[src/gga_pkg.sv]
package gga_pkg;

    localparam int TimeWidth = 30;
    localparam int LatWidth  = 27;
    localparam int LonWidth  = 30;
    localparam int AccWidth  = 30;

    localparam logic [TimeWidth-1:0] TIME_FALLBACK = 30'd3333333;
    localparam logic [LatWidth-1:0]  LAT_FALLBACK  = 27'd2222220;
    localparam logic [LonWidth-1:0]  LON_FALLBACK  = 30'd1111110;

    localparam logic [7:0] LAT_FALLBACK_CHAR = 8'h5A; // 'Z'
    localparam logic [7:0] LON_FALLBACK_CHAR = 8'h58; // 'X'
    localparam logic [7:0] CHAR_N     = 8'h4E;
    localparam logic [7:0] CHAR_S     = 8'h53;
    localparam logic [7:0] CHAR_E     = 8'h45;
    localparam logic [7:0] CHAR_W     = 8'h57;
    localparam logic [7:0] CHAR_COMMA = 8'h2C;
    localparam logic [7:0] CHAR_POINT = 8'h2E;
    localparam logic [7:0] DIGIT_LOW  = 8'd48;
    localparam logic [7:0] DIGIT_HIGH = 8'd57;

    localparam logic [2:0] FIELD_HEADER  = 3'd0;
    localparam logic [2:0] FIELD_TIME    = 3'd1;
    localparam logic [2:0] FIELD_LAT     = 3'd2;
    localparam logic [2:0] FIELD_LAT_HEM = 3'd3;
    localparam logic [2:0] FIELD_LON     = 3'd4;
    localparam logic [2:0] FIELD_LON_HEM = 3'd5;
    localparam logic [2:0] FIELD_DONE    = 3'd6;

    localparam logic [3:0] COUNT_MAX = 4'd15;

    typedef struct packed {
        logic [7:0] char_in;
        logic       last_byte;
    } gga_in_t;

    typedef struct packed {
        logic [TimeWidth-1:0] time_thousandths;
        logic                 time_valid;
        logic [LatWidth-1:0]  latitude_ten_thousandths;
        logic                 latitude_valid;
        logic [7:0]           latitude_hemisphere;
        logic [LonWidth-1:0]  longitude_ten_thousandths;
        logic                 longitude_valid;
        logic [7:0]           longitude_hemisphere;
    } gga_out_t;

    typedef struct packed {
        logic [3:0] len;
        logic [3:0] dot;
    } field_shape_t;

    // Expected length and point position of a numeric field; zero length otherwise.
    function automatic field_shape_t field_shape(input logic [2:0] idx);
        field_shape_t s;
        s = '{len: 4'd0, dot: 4'd0};
        case (idx)
            FIELD_TIME: s = '{len: 4'd10, dot: 4'd6};
            FIELD_LAT:  s = '{len: 4'd9,  dot: 4'd4};
            FIELD_LON:  s = '{len: 4'd10, dot: 4'd5};
            default:    s = '{len: 4'd0,  dot: 4'd0};
        endcase
        return s;
    endfunction

endpackage

[src/gga_in_if.sv]
interface gga_in_if
    import gga_pkg::*;
();
    logic    valid;
    logic    ready;
    gga_in_t data;

    modport source (output valid, output data, input ready);
    modport sink (input valid, input data, output ready);
endinterface

[src/gga_out_if.sv]
interface gga_out_if
    import gga_pkg::*;
();
    logic     valid;
    logic     ready;
    gga_out_t data;

    modport source (output valid, output data, input ready);
    modport sink (input valid, input data, output ready);
endinterface

[src/nmea_gga_position_parser.sv]
// GGA sentence parser: takes one ASCII byte per word on the sentence channel and,
// on the word flagged last_byte, delivers one position word holding UTC time in
// thousandths, latitude and longitude in ten-thousandths, the two hemisphere letters
// and three valid flags; fields that are malformed or never terminated by a comma
// read back as their fallback values. A byte is held in the input register while
// the field parser works on it, and the position word of the last byte goes into
// the output register as that byte is stepped. Throughput is one byte per clock for
// as long as result words are taken; a position word that waits holds up the input.
module nmea_gga_position_parser
    import gga_pkg::*;
(
    input  logic      clk,
    input  logic      rst_n,
    gga_in_if.sink    sentence,
    gga_out_if.source position
);

    logic     in_valid_reg;
    gga_in_t  in_word_reg;
    logic     out_free;
    logic     step;
    logic     done;
    gga_out_t result;

    assign step           = in_valid_reg && out_free;
    assign sentence.ready = !in_valid_reg || out_free;

    always_ff @(posedge clk or negedge rst_n)
    begin
        if (!rst_n)
            in_valid_reg <= 1'b0;
        else if (sentence.ready)
            in_valid_reg <= sentence.valid;
    end

    always_ff @(posedge clk)
    begin
        if (sentence.ready && sentence.valid)
            in_word_reg <= sentence.data;
    end

    gga_field_parser u_parser (
        .clk    (clk),
        .rst_n  (rst_n),
        .step   (step),
        .word   (in_word_reg),
        .done   (done),
        .result (result)
    );

    gga_result_reg u_result (
        .clk      (clk),
        .rst_n    (rst_n),
        .load     (done),
        .result   (result),
        .free     (out_free),
        .position (position)
    );

endmodule

[src/gga_field_parser.sv]
module gga_field_parser
    import gga_pkg::*;
(
    input  logic     clk,
    input  logic     rst_n,
    input  logic     step,
    input  gga_in_t  word,
    output logic     done,
    output gga_out_t result
);

    logic [2:0]           field_index_reg, field_index_next;
    logic [3:0]           count_reg, count_next;
    logic [AccWidth-1:0]  acc_reg, acc_next;
    logic                 shape_ok_reg, shape_ok_next;
    logic [7:0]           first_reg, first_next;
    logic [TimeWidth-1:0] time_reg, time_next;
    logic [LatWidth-1:0]  lat_reg, lat_next;
    logic [LonWidth-1:0]  lon_reg, lon_next;
    logic [7:0]           lat_hem_reg, lat_hem_next;
    logic [7:0]           lon_hem_reg, lon_hem_next;
    logic [2:0]           flags_reg, flags_next;

    field_shape_t        shape;
    logic                is_comma;
    logic                commit_ok;
    logic [AccWidth-1:0] acc_times_ten;
    logic [7:0]          c;

    assign c             = word.char_in;
    assign shape         = field_shape(field_index_reg);
    assign is_comma      = (c == CHAR_COMMA);
    assign commit_ok     = shape_ok_reg && (count_reg == shape.len);
    assign acc_times_ten = (acc_reg << 3) + (acc_reg << 1);

    always_comb
    begin
        field_index_next = field_index_reg;
        count_next       = count_reg;
        acc_next         = acc_reg;
        shape_ok_next    = shape_ok_reg;
        first_next       = first_reg;
        time_next        = time_reg;
        lat_next         = lat_reg;
        lon_next         = lon_reg;
        lat_hem_next     = lat_hem_reg;
        lon_hem_next     = lon_hem_reg;
        flags_next       = flags_reg;

        if (step && field_index_reg != FIELD_DONE)
        begin
            if (is_comma)
            begin
                // The comma closes the current field and opens the next one.
                case (field_index_reg)
                    FIELD_TIME:
                    begin
                        if (commit_ok)
                        begin
                            time_next     = acc_reg;
                            flags_next[0] = 1'b1;
                        end
                    end
                    FIELD_LAT:
                    begin
                        if (commit_ok)
                        begin
                            lat_next      = acc_reg[LatWidth-1:0];
                            flags_next[1] = 1'b1;
                        end
                    end
                    FIELD_LAT_HEM:
                    begin
                        if (count_reg != 4'd0 && (first_reg == CHAR_N || first_reg == CHAR_S))
                            lat_hem_next = first_reg;
                    end
                    FIELD_LON:
                    begin
                        if (commit_ok)
                        begin
                            lon_next      = acc_reg;
                            flags_next[2] = 1'b1;
                        end
                    end
                    FIELD_LON_HEM:
                    begin
                        if (count_reg != 4'd0 && (first_reg == CHAR_E || first_reg == CHAR_W))
                            lon_hem_next = first_reg;
                    end
                    default:
                    begin
                    end
                endcase
                field_index_next = field_index_reg + 3'd1;
                count_next       = 4'd0;
                acc_next         = '0;
                shape_ok_next    = 1'b1;
                first_next       = 8'd0;
            end
            else if (field_index_reg != FIELD_HEADER)
            begin
                if (count_reg == 4'd0)
                    first_next = c;
                if (shape.len != 4'd0 && shape_ok_reg)
                begin
                    if (count_reg >= shape.len)
                        shape_ok_next = 1'b0;
                    else if (count_reg == shape.dot)
                    begin
                        if (c != CHAR_POINT)
                            shape_ok_next = 1'b0;
                    end
                    else if (c inside {[DIGIT_LOW:DIGIT_HIGH]})
                        acc_next = acc_times_ten + AccWidth'(c - DIGIT_LOW);
                    else
                        shape_ok_next = 1'b0;
                end
                if (count_reg != COUNT_MAX)
                    count_next = count_reg + 4'd1;
            end
        end
    end

    assign done = step && word.last_byte;

    always_comb
    begin
        result.time_thousandths          = time_next;
        result.time_valid                = flags_next[0];
        result.latitude_ten_thousandths  = lat_next;
        result.latitude_valid            = flags_next[1];
        result.latitude_hemisphere       = lat_hem_next;
        result.longitude_ten_thousandths = lon_next;
        result.longitude_valid           = flags_next[2];
        result.longitude_hemisphere      = lon_hem_next;
    end

    always_ff @(posedge clk or negedge rst_n)
    begin
        if (!rst_n)
        begin
            field_index_reg <= FIELD_HEADER;
            count_reg       <= 4'd0;
            acc_reg         <= '0;
            shape_ok_reg    <= 1'b1;
            first_reg       <= 8'd0;
            time_reg        <= TIME_FALLBACK;
            lat_reg         <= LAT_FALLBACK;
            lon_reg         <= LON_FALLBACK;
            lat_hem_reg     <= LAT_FALLBACK_CHAR;
            lon_hem_reg     <= LON_FALLBACK_CHAR;
            flags_reg       <= 3'd0;
        end
        else if (done)
        begin
            // The sentence is finished: start over for the next one.
            field_index_reg <= FIELD_HEADER;
            count_reg       <= 4'd0;
            acc_reg         <= '0;
            shape_ok_reg    <= 1'b1;
            first_reg       <= 8'd0;
            time_reg        <= TIME_FALLBACK;
            lat_reg         <= LAT_FALLBACK;
            lon_reg         <= LON_FALLBACK;
            lat_hem_reg     <= LAT_FALLBACK_CHAR;
            lon_hem_reg     <= LON_FALLBACK_CHAR;
            flags_reg       <= 3'd0;
        end
        else
        begin
            field_index_reg <= field_index_next;
            count_reg       <= count_next;
            acc_reg         <= acc_next;
            shape_ok_reg    <= shape_ok_next;
            first_reg       <= first_next;
            time_reg        <= time_next;
            lat_reg         <= lat_next;
            lon_reg         <= lon_next;
            lat_hem_reg     <= lat_hem_next;
            lon_hem_reg     <= lon_hem_next;
            flags_reg       <= flags_next;
        end
    end

endmodule

[src/gga_result_reg.sv]
module gga_result_reg
    import gga_pkg::*;
(
    input  logic      clk,
    input  logic      rst_n,
    input  logic      load,
    input  gga_out_t  result,
    output logic      free,
    gga_out_if.source position
);

    logic     valid_reg;
    gga_out_t data_reg;

    // The register can take a new word when empty or when its word leaves this cycle.
    assign free           = !valid_reg || position.ready;
    assign position.valid = valid_reg;
    assign position.data  = data_reg;

    always_ff @(posedge clk or negedge rst_n)
    begin
        if (!rst_n)
            valid_reg <= 1'b0;
        else if (free)
            valid_reg <= load;
    end

    always_ff @(posedge clk)
    begin
        if (free && load)
            data_reg <= result;
    end

endmodule

[src/flat_wrapper.sv]
// flat-port wrapper written by rule: the top's interface ports become plain ports
module nmea_gga_position_parser_flat import gga_pkg::*;
  (clk, rst_n, sentence_valid, sentence_data, sentence_ready, position_valid, position_data, position_ready);
  gga_in_if sentence_i ();
  gga_out_if position_i ();
  input  logic clk;
  input  logic rst_n;
  input wire logic [$bits(sentence_i.valid)-1:0] sentence_valid;
  input wire logic [$bits(sentence_i.data)-1:0] sentence_data;
  output wire logic [$bits(sentence_i.ready)-1:0] sentence_ready;
  output wire logic [$bits(position_i.valid)-1:0] position_valid;
  output wire logic [$bits(position_i.data)-1:0] position_data;
  input wire logic [$bits(position_i.ready)-1:0] position_ready;
  assign sentence_i.valid = sentence_valid;
  assign sentence_i.data = sentence_data;
  assign sentence_ready = sentence_i.ready;
  assign position_valid = position_i.valid;
  assign position_data = position_i.data;
  assign position_i.ready = position_ready;
  nmea_gga_position_parser u_core (.clk(clk), .rst_n(rst_n), .sentence(sentence_i), .position(position_i));
endmodule
[config.mk]
export PLATFORM = sky130hd
export DESIGN_NAME = nmea_gga_position_parser_flat
export DESIGN_NICKNAME = d
export VERILOG_FILES = /design/src/gga_pkg.sv /design/src/gga_in_if.sv /design/src/gga_out_if.sv /design/src/nmea_gga_position_parser.sv /design/src/gga_field_parser.sv /design/src/gga_result_reg.sv /design/src/flat_wrapper.sv
export SDC_FILE = /design/constraint.sdc
export NUM_CORES = 1
export LEC_CHECK = 0
export BUFFER_PORTS_ARGS = -buffer_cell sky130_fd_sc_hd__buf_2
export CORE_ASPECT_RATIO = 2
export CORE_MARGIN = 4
export CORE_UTILIZATION = 45
export CTS_CLUSTER_DIAMETER = 80
export DETAILED_ROUTE_END_ITERATION = 10
export GPL_ROUTABILITY_DRIVEN = 0
export MAX_ROUTING_LAYER = met4
export PLACE_DENSITY = 0.71
export SYNTH_ARGS = -nofsm -noshare
export SYNTH_HDL_FRONTEND = slang
export SYNTH_SLANG_ARGS = --single-unit
[constraint.sdc]
create_clock -name clk -period 16.4 [get_ports clk]
set_input_delay 1.64 -clock clk [delete_from_list [all_inputs] [get_ports clk]]
set_output_delay 1.64 -clock clk [all_outputs]
set_load 0.02 [all_outputs]
==> summary.txt, run 1 <==
Timing
  – Worst Max-Slew Pin Slew: ~0.95 ns
  – Final Critical Period: about 4.4 ns
  – Final Cycle Share: roughly 27%
  – Fin. Hold Viols: 0
  – Setup Viol. Count Final: 0
  – Slew HR: a little over a third
  – Total negative slack: 0 ns
  – Fmax: 227 MHz
  – Final Max Slew Viols: 0
  – Unrepaired setup endpoints after global routing: false
  – Max Clock Skew: 0.0110 ns
  – Hold_ws: 0.485 ns

Global route
  – Grt peak-use layer: met2
  – Total gr overflow: 0
  – Gr usage total: roughly a fifth
  – Initial antenna violation count: 0
  – M3 GR Usage: about 2.4%
  – Met2 usage: between 30% and 40%
  – First-pass GRT wire length: 48900 um
  – Global Route met1 Usage: between 15 and 20%
  – Largest net degree at the start of global routing: 90
  – Vias in the first global route: a little under 9000

Pwr
  – Clk pwr share: between 30 and 40%
  – PwrDens: between 100 and 150 mW/mm2
  – Logic pwr share: approximately a fifth
  – Leak: just over 0.006 uW
  – Peak supply drop: ~0.077 mV
  – P_sw: between 500 and 600 uW
  – Final Total Pwr: roughly 1700 uW
  – Int Power: 1190 uW
  – Sw frac: 31.8%
  – Sequential Power Share: 44.9%

Detailed routing
  – Pre-antenna DRT Iters: 5
  – Wire per inst: ~21 um
  – Post-DRT Antenna Nets: 0
  – Vias/cell: between 5 and 6
  – DRT iter0 DRCs: approximately 480
  – Drt total wl: approximately 31000 um
  – DRC: 0
  – DR vias: between 8000 and 9000

Clock network
  – Post-CTS Setup Bufs: 0
  – Clk Latency, worst-skew pair: between 0.5 and 0.6 ns
  – Clock-pin slew on the worst setup and hold paths: approximately 0.070 ns
  – H-tree levels: 1
  – Clk buf depth: 3
  – Root buffer cell: clkbuf_16
  – CTS Buf Count: 25
  – Post-CTS sizing: 0
  – Hold Buf Count CTS: 0
  – Clk sinks: between 200 and 300
  – CTS tree: done

Final layout
  – Max reg flops: 106
  – Fin nets: 1225
  – FILL cells: roughly 2400
  – Layout cells sized above 1: around a quarter
  – Layout overhead on the synthesized area: 13.5%
  – Final Cell Area: 0.0145 mm2
  – Sequential Area: 0.00736 mm2
  – Area of the multi-input gates: slightly above 0.005 mm2
  – Final core occ: around half
  – Diode count: 0

Job
  – Max-Cap Viols: 0

Logic synthesis
  – Post-Syn Nets: ~1100
  – Count leader, synth: nand2_1
  – Largest cells by area after synthesis: edfxtp_1, dfrtp_1, dfstp_2
  – Post-synth top cells: nand2_1, dfrtp_1, edfxtp_1, a21oi_1, and2_1
  – Largest area contributor in the netlist: edfxtp_1
  – YS warnings: 0
  – Post-Synthesis Cells: 1033
  – Top cell type's share of synthesized area: 26.9%
  – Sequential element share of the synthesized area: roughly 57%
  – Post-synth EDFFs: around 120
  – Yosys reg bits: between 200 and 300
  – Synthesized area per cell: about 12 um2
  – Primary FF master, synth: edfxtp_1
  – Synthesized area: between 0.01 and 0.015 mm2
  – Cell variety after synth: 73
  – Fraction of registers with async set or reset after synthesis: between 50% and 60%

Worst hold path
  – Hold WC Path Type: register to register
  – Hold-critical path depth: 1

Setup path
  – Worst-case reg-to-reg path depth: 12
  – CP Class: register to register
  – Crit path launch type: register
  – Critical path required time: 16.82 ns
  – Peak fanout along the critical path: 22
  – Setup crit end kind: register
  – Crit path DAT: 4.83 ns

Place
  – IO Port Bufs: 120
  – Dpl hpwl: roughly 22000 um
  – Placed inst area: roughly 0.014 mm2

Floorplan
  – Ports: between 100 and 150
  – Die area: ~0.031 mm2
  – Initial Util: roughly 45%
  – Chip Height: 247 um
  – Core area: between 0.02 and 0.03 mm2
  – Row cnt: 87
  – Die width: 127 um

Outcome
  – Status: finished clean
worst paths after layout:
check | start | end | slack, ns
worst min-delay path | u_core.u_parser.lat_hem_reg[5] | u_core.u_parser.lat_hem_reg[5] | 0.48
min in group asynchronous | rst_n | u_core.u_parser.lon_hem_reg[2] | 1.12
worst min register to register | u_core.u_parser.lat_hem_reg[5] | u_core.u_parser.lat_hem_reg[5] | 0.48
worst max-delay path | u_core.in_word_reg[5] | u_core.u_parser.acc_reg[27] | 12.00
worst max register to register | u_core.in_word_reg[5] | u_core.u_parser.acc_reg[27] | 12.00
max in group asynchronous | rst_n | u_core.u_parser.acc_reg[17] | 13.77
cells by family after synthesis:
family	share of synthesized area (%)
DFF	57.4
AOI/OAI and AO/OA	8.56
and+or+nand+nor	14.6
adders and majority gates	8.22
buffers and inverters	2.41
muxes	6.64
xor gates and xnor gates	2.19
metal layers:
metal,routed length (um),vias up,share of wire [%]
met5,0,-,0
met4,2260,0,7.2
met3,1260,116,4.0
met2,17300,269,55
met1,10500,4172,33
li1,-,3858,-
layout make-up:
| type | count | share of cell area, % |
|---|---|---|
| Clock buffer | 33 | 4.72 |
| Inverter | 21 | 0.559 |
| Multi-Input combinational cell | 699 | 35.5 |
| Timing Repair Buffer | 128 | 4.59 |
| Sequential cell | 269 | 50.6 |
| Tap cell | 356 | 3.06 |
| Clock inverter | 13 | 0.998 |
critical path, stage by stage, from the launching register on:
cell	delay [ns]
edfxtp_1	0.47
ha_1	0.31
nor3_2	0.19
buf_4	0.46
fa_1	0.49
ha_1	0.37
a21oi_1	0.28
a21boi_0	0.37
o221ai_1	0.23
o31ai_1	0.65
o41ai_1	0.19
xnor2_1	0.17
o21ai_1	0.08
placed cells by master, fill, tap and decap left out, types with 27 or more instances in the layout:
cell type / Yosys / final
a21oi_1: 58 / 58
and2_1: 55 / 55
buf_2: 7 / 119
dfrtp_1: 115 / 115
dfstp_2: 39 / 39
edfxtp_1: 115 / 115
fa_1: 27 / 27
ha_1: 41 / 41
mux2_4: 38 / 38
nand2_1: 164 / 164
nand2b_1: 39 / 39
nor2_1: 30 / 29
o21ai_0: 32 / 32
stage by stage:
step	instances	worst slack (ns)
2_1_floorplan	1033	9.91
3_3_place_gp	1473	12.01
3_5_place_dp	1473	11.94
4_1_cts	1519	12.10
5_1_grt	1519	11.59
6_report	1519	12.00
power by group through the flow:
stage	Combinational (uW)	Sequential, uW	Clock, uW
6_report	371	785	590
5_1_grt	413	788	631
4_1_cts	370	785	604
3_5_place_dp	367	798	0
3_3_place_gp	361	797	0
2_1_floorplan	260	784	0
Power figures use the tool's default switching activity.
==> inputs of run 2 (changes only) <==
--- a/config.mk
+++ b/config.mk
@@ -5,6 +5,7 @@
 export SDC_FILE = /design/constraint.sdc
 export NUM_CORES = 1
 export LEC_CHECK = 0
+export ABC_AREA = 1
 export BUFFER_PORTS_ARGS = -buffer_cell sky130_fd_sc_hd__buf_2
 export CORE_ASPECT_RATIO = 2
 export CORE_MARGIN = 4
==> constraint.sdc (replaced) <==
create_clock -name clk -period 4.2 [get_ports clk]
set_input_delay 0.42 -clock clk [delete_from_list [all_inputs] [get_ports clk]]
set_output_delay 0.42 -clock clk [all_outputs]
set_load 0.02 [all_outputs]
==> summary.txt, run 2 <==
Outcome
  – Status: finished clean

Floorplan
  – Chip Height: 252 um (+2.3%)
  – Ports: 121 (unchanged)
  – Die area: 0.0329 mm2 (+4.6%)
  – Core area: 0.0295 mm2 (+4.7%)
  – Die width: 130 um (+2.2%)
  – Row cnt: 89 (+2.3%)
  – Initial Util: 45.5% (+0.076 points)

Logic synthesis
  – Primary FF master, synth: edfxtp_1
  – Largest cells by area after synthesis: edfxtp_1, dfrtp_1, nand2_1
  – Post-synth top cells: nand2_1, inv_1, dfrtp_1, edfxtp_1, nand3_1
  – Top cell type's share of synthesized area: 25.7% (-1.2 points)
  – YS warnings: 0 (unchanged)
  – Largest area contributor in the netlist: edfxtp_1
  – Yosys reg bits: 269 (unchanged)
  – Sequential element share of the synthesized area: 54.7% (-2.7 points)
  – Synthesized area: 0.0134 mm2 (+4.8%)
  – Post-synth EDFFs: 115 (unchanged)
  – Post-Synthesis Cells: 1475 (+43%)
  – Synthesized area per cell: 9.11 um2 (-27%)
  – Count leader, synth: nand2_1
  – Fraction of registers with async set or reset after synthesis: 57.2% (unchanged)
  – Post-Syn Nets: 1556 (+40%)
  – Cell variety after synth: 40 (-45%)

Detailed routing
  – DR vias: 10300 (+22%)
  – DRT iter0 DRCs: 778 (+63%)
  – DRC: 0 (unchanged)
  – Vias/cell: 5.21 (-6.0%)
  – Drt total wl: 33600 um (+7.2%)
  – Wire per inst: 17.0 um (-17%)
  – Pre-antenna DRT Iters: 7 (+2)
  – Post-DRT Antenna Nets: 0 (unchanged)

Clock network
  – Post-CTS sizing: 0 (unchanged)
  – Clock-pin slew on the worst setup and hold paths: 0.07 ns (about the same)
  – Clk buf depth: 3 (unchanged)
  – Clk sinks: 269 (unchanged)
  – Post-CTS Setup Bufs: 0 (unchanged)
  – CTS Buf Count: 22 (-12%)
  – Hold Buf Count CTS: 1 (+1)
  – Clk Latency, worst-skew pair: 0.52 ns (-0.03 ns)
  – CTS tree: done
  – H-tree levels: 1 (unchanged)
  – Root buffer cell: clkbuf_16

Final layout
  – Fin nets: 1670 (+36%)
  – FILL cells: 2602 (+7.2%)
  – Diode count: 0 (unchanged)
  – Most common cell after layout, fill and taps aside: nand2_1
  – Layout cells sized above 1: 15.6% (-9.1 points)
  – Layout overhead on the synthesized area: 12.5%
  – Final core occ: 51.2% (-0.35 points)
  – Non-Filler Instances: 1969 (+30%)
  – Max reg flops: 106 (unchanged)
  – Commonest cells after routing, fill and taps aside: nand2_1, inv_1, buf_2, dfrtp_1, edfxtp_1

Timing
  – Unrepaired setup endpoints after global routing: false
  – Fmax: 299 MHz (+32%)
  – Fin. Hold Viols: 0 (unchanged)
  – Setup Viol. Count Final: 0 (unchanged)
  – Slew HR: 42.6% (+5.9 points)
  – Final Critical Period: 3.35 ns (-1.06 ns)
  – Hold_ws: 0.0948 ns (-0.390 ns)
  – Final Cycle Share: 79.7% (+53 points)
  – Final Max Slew Viols: 0 (unchanged)
  – Max Clock Skew: 0.0124 ns (+0.00144 ns)
  – Worst Max-Slew Pin Slew: 0.861 ns (-0.0891 ns)
  – Total negative slack: 0 ns (unchanged)

Global route
  – Vias in the first global route: 10100 (+14%)
  – Grt peak-use layer: met2
  – Initial antenna violation count: 0 (unchanged)
  – Gr usage total: 21.4% (+0.88 points)
  – Largest net degree at the start of global routing: 103 (+14%)
  – Met2 usage: 39.1% (+1.1 points)
  – Total gr overflow: 0 (unchanged)
  – First-pass GRT wire length: 53900 um (+10%)
  – M3 GR Usage: 1.50% (-0.88 points)
  – Global Route met1 Usage: 23.5% (+3.5 points)

Setup path
  – Crit path DAT: 3.75 ns (-1.08 ns)
  – Worst-case reg-to-reg path depth: 14 (+2)
  – Setup crit end kind: register
  – Critical path required time: 4.61 ns (-12.21 ns)
  – Crit path launch type: register
  – CP Class: register to register
  – Reg2Reg Setup Slack: 0.85 ns (-11.14 ns)
  – Peak fanout along the critical path: 23 (+4.5%)

Worst hold path
  – Hold-critical path depth: 1 (unchanged)
  – Hold WC Path Type: input pin to register

Pwr
  – Leak: 0.00744 uW (+20%)
  – Peak supply drop: 0.240 mV (+210%)
  – PwrDens: 447 mW/mm2 (+270%)
  – Final Total Pwr: 6760 uW (+290%)

Place
  – Dpl cells: 1928 (+31%)
  – Dpl hpwl: 25000 um (+15%)
  – IO Port Bufs: 120 (unchanged)

Job
  – Max-Cap Viols: 0 (unchanged)
-- run 2: cell count changes in the layout (fill, tap and decap cells not counted), sizes merged, moves of 22 or more --
cell / change
and2: -52
inv: +156
mux2: -62
nand2: +335
nand2b: -39
nand3: +92
nor2: +60
o21ai: +23
or2: +22
-- run 2: logic make-up after synthesis --
logic type / count (synthesis) / synth area share [%]
buffers and inverters: 217 / 6.55
DFF: 269 / 54.7
xor gates and xnor gates: 7 / 0.456
adders and majority gates: 68 / 7.84
and+or+nand+nor: 769 / 24.6
AOI/OAI and AO/OA: 145 / 5.82
-- run 2: path summary, 6_finish.rpt --
kind,to,from
hold / removal,u_core.in_word_reg[4],sentence_data[4]
setup reg to reg,u_core.u_parser.acc_reg[28],u_core.in_word_reg[6]
max in group asynchronous,u_core.u_parser.lon_reg[15],rst_n
min in group asynchronous,u_core.in_valid_reg,rst_n
setup / recovery,u_core.u_parser.acc_reg[28],u_core.in_word_reg[6]
hold reg to reg,u_core.u_parser.shape_ok_reg,u_core.u_parser.shape_ok_reg
-- run 2: worst max-delay path: stages (launching register included) --
cell	delay (ns)
edfxtp_1	0.43
ha_1	0.28
nor2_4	0.16
buf_12	0.23
fa_1	0.44
ha_1	0.39
nand2_1	0.12
nor2_1	0.37
nand3_1	0.12
nand3b_1	0.29
nand2_1	0.13
nand2_1	0.09
nand2_1	0.05
nand3_1	0.08
nand2_1	0.05
-- run 2: power by group --
part           internal (uW)  switching (uW)
Combinational            509            1130
Clock                   1090             940
Sequential              2900             191
Total                   4510            2260
-- run 2: per-layer routing --
metal | up-vias | share of wire (%)
met5 | - | 0
met4 | 0 | 4.5
met3 | 74 | 3.4
met2 | 287 | 55
met1 | 4915 | 37
li1 | 4975 | -
-- run 2: metrics by stage --
| step | instance area, um2 | setup WS (ns) |
|---|---|---|
| after floorplan | 13400 | 0.464 |
| after global placement | 14400 | 0.906 |
| after detailed placement | 14400 | 0.896 |
| after CTS | 15100 | 0.857 |
| after global routing | 15100 | 0.616 |
| final | 15100 | 0.853 |
-- run 2: area by class of cell --
type	count	area (um2)	share of cell area (%)
clock inverter	12	96.3	0.637
sequential	269	7360	48.7
clock buffer	28	604	4.00
inverter	178	673	4.45
multi-input combinational	989	5210	34.4
timing repair buffer	129	727	4.81
tap	364	455	3.01
==> inputs of run 3 (changes only) <==
==> constraint.sdc (replaced) <==
create_clock -name clk -period 3.4 [get_ports clk]
set_input_delay 0.34 -clock clk [delete_from_list [all_inputs] [get_ports clk]]
set_output_delay 0.34 -clock clk [all_outputs]
set_load 0.02 [all_outputs]
==> summary.txt, run 3 (same netlist as run 2, synthesis figures left out) <==
Outcome
  – Status: finished clean

Global route
  – First-pass GRT wire length: 55300 um (+2.6%)
  – Vias in the first global route: 10500 (+3.5%)
  – Total gr overflow: 0 (unchanged)
  – Largest net degree at the start of global routing: 97 (-5.8%)
  – Initial antenna violation count: 0 (unchanged)
  – Gr usage total: 22.2% (+0.83 points)

Setup path
  – Crit path from: u_core.in_word_reg[6]
  – Peak fanout along the critical path: 23 (unchanged)
  – Critical path required time: 3.82 ns (-0.79 ns)
  – FF-to-FF Start: u_core.in_word_reg[6]
  – Worst-case reg-to-reg path depth: 15 (+1)
  – Setup crit end kind: register
  – Crit path DAT: 3.59 ns (-0.16 ns)
  – FF-to-FF End: u_core.u_parser.acc_reg[29]
  – Crit-path slowest cell: fa_1
  – Worst path depth: 15 (+1)
  – Cell mode on critical path: nand2_1
  – CP delay by family, top: adder cells
  – Reg2Reg Setup Slack: 0.23 ns (-0.62 ns)
  – Crit-path cells: ha_1 -> nor2_4 -> buf_12 -> fa_1 -> ha_2 -> nand2_1 -> inv_1 -> nand2_1 -> nor3_4 -> and2_1 -> nand2_1 -> nand2_1 -> nand2_1 -> nand3_1 -> nand2_1
  – Crit path to: u_core.u_parser.acc_reg[29]
  – Critical path buffer and inverter count: 2 (+1)
  – CP max stage delay: 0.46 ns (+0.02 ns)
  – Crit path launch type: register
  – CP Class: register to register

Floorplan
  – Die area: 0.0329 mm2 (unchanged)
  – Row cnt: 89 (unchanged)
  – Core area: 0.0295 mm2 (unchanged)
  – Chip Height: 252 um (unchanged)
  – Initial Util: 45.5% (unchanged)
  – Die width: 130 um (unchanged)
  – Ports: 121 (unchanged)

Timing
  – Fmax: 315 MHz (+5.6%)
  – Max Clock Skew: 0.0211 ns (+0.00870 ns)
  – Hold_ws: 0.0162 ns (-0.0785 ns)
  – Final Max Slew Viols: 0 (unchanged)
  – Total negative slack: 0 ns (unchanged)
  – Worst Max-Slew Pin Slew: 0.789 ns (-0.0727 ns)
  – Final Cycle Share: 93.2% (+14 points)
  – Fin. Hold Viols: 0 (unchanged)
  – Slew HR: 47.4% (+4.8 points)
  – Setup Viol. Count Final: 0 (unchanged)
  – Final Critical Period: 3.17 ns (-0.177 ns)
  – Unrepaired setup endpoints after global routing: false

Clock network
  – Root buffer cell: clkbuf_16
  – CTS tree: done
  – CTS Buf Count: 22 (unchanged)
  – Clk Latency, worst-skew pair: 0.53 ns (about the same)
  – H-tree levels: 1 (unchanged)
  – Clock-pin slew on the worst setup and hold paths: 0.07 ns (about the same)
  – Clk buf depth: 3 (unchanged)
  – Clk sinks: 269 (unchanged)

Final layout
  – FILL cells: 2578 (-0.92%)
  – Commonest cells after routing, fill and taps aside: nand2_1, inv_1, buf_2, dfrtp_1, edfxtp_1
  – Max reg flops: 106 (unchanged)
  – Layout cells sized above 1: 16.6% (+0.97 points)
  – Area of the multi-input gates: 0.00523 mm2 (+0.41%)
  – Diode count: 0 (unchanged)
  – Fin nets: 1685 (+0.90%)
  – Final Cell Area: 0.0153 mm2 (+1.2%)
  – Most common cell after layout, fill and taps aside: nand2_1
  – Layout overhead on the synthesized area: 13.9%
  – Final core occ: 51.9% (+0.62 points)
  – Sequential Area: 0.00736 mm2 (unchanged)

Detailed routing
  – DRC: 0 (unchanged)
  – Post-DRT Antenna Nets: 0 (unchanged)
  – Wire per inst: 17.7 um (+3.8%)
  – DR vias: 10500 (+2.4%)
  – Pre-antenna DRT Iters: 6 (-1)
  – DRT iter0 DRCs: 864 (+11%)
  – Vias/cell: 5.29 (+1.6%)
  – Drt total wl: 35100 um (+4.6%)

Job
  – Max-Cap Viols: 0 (unchanged)

Pwr
  – Leak: 0.00755 uW (+1.5%)
  – Peak supply drop: 0.350 mV (+46%)
  – PwrDens: 557 mW/mm2 (+25%)

Place
  – Dpl hpwl: 26100 um (+4.4%)
  – IO Port Bufs: 120 (unchanged)
  – Placed inst area: 0.0145 mm2 (+0.38%)

Worst hold path
  – Hold WC Path Type: input pin to register
## run 3: changes by cell type in the layout (fill, tap and decap cells not counted), sizes merged
cell,delta
clkinvlp,-1
inv,+2
dlygate4sd3,+5
buf,+10
clkinv,-2
bufinv,+1
## run 3: per-layer routing
layer  part of all wire, %  global-route usage [%]  vias up
met5                     0                       -        -
met4                   7.1                    13.9        0
met3                   3.8                    1.78      134
met2                    53                    39.0      373
met1                    36                    23.8     4995
li1                      -                       -     4995
## run 3: where the power goes
group / switching (uW) / internal (uW)
Sequential: 249 / 3590
Clock: 1190 / 1480
Combinational: 1370 / 663
Total: 2810 / 5720
## run 3: cell type report
cell class              instances  area share [%]
flip-flops and latches        269            48.1
multi-input cells             989            34.2
clock buffers                  28            4.09
repair buffers                144            5.49
clock inverters                12           0.809
well taps                     364            2.98
inverters                     178            4.40
## run 3: timing repair
| item | 4_1_cts | 5_1_grt |
|---|---|---|
| endpoints found under the hold margin | 27 | 0 |
| pin swaps | 0 | 1 |
| hold buffers | 6 | 0 |
| gates resized for setup | 1 | 5 |
| buffers inserted | 0 | 1 |
| setup endpoints to repair | 1 | 8 |
## run 3: how the worst min path moves through the flow
stage               slack, ns  depth (start not counted)                        endpoint              from
finish                   0.02                          1           u_core.in_word_reg[7]  sentence_data[7]
global route            0.009                          1           u_core.in_word_reg[7]  sentence_data[7]
CTS                      0.01                          1           u_core.in_word_reg[7]  sentence_data[7]
detailed placement       0.21                          1  u_core.u_parser.lat_hem_reg[2]             rst_n
global placement         0.21                          1    u_core.u_parser.count_reg[0]             rst_n
floorplan                0.04                          0             u_core.in_valid_reg             rst_n
## run 3: through the flow
step / std cells / setup WS (ns) / total power [uW]
after global routing: 1984 / 0.0181 / 8980
after floorplan: 1475 / 0.176 / 5230
after detailed placement: 1937 / -0.0416 / 5890
final: 1984 / 0.230 / 8530
after CTS: 1983 / 0.138 / 8530
after global placement: 1937 / 0.0484 / 5840
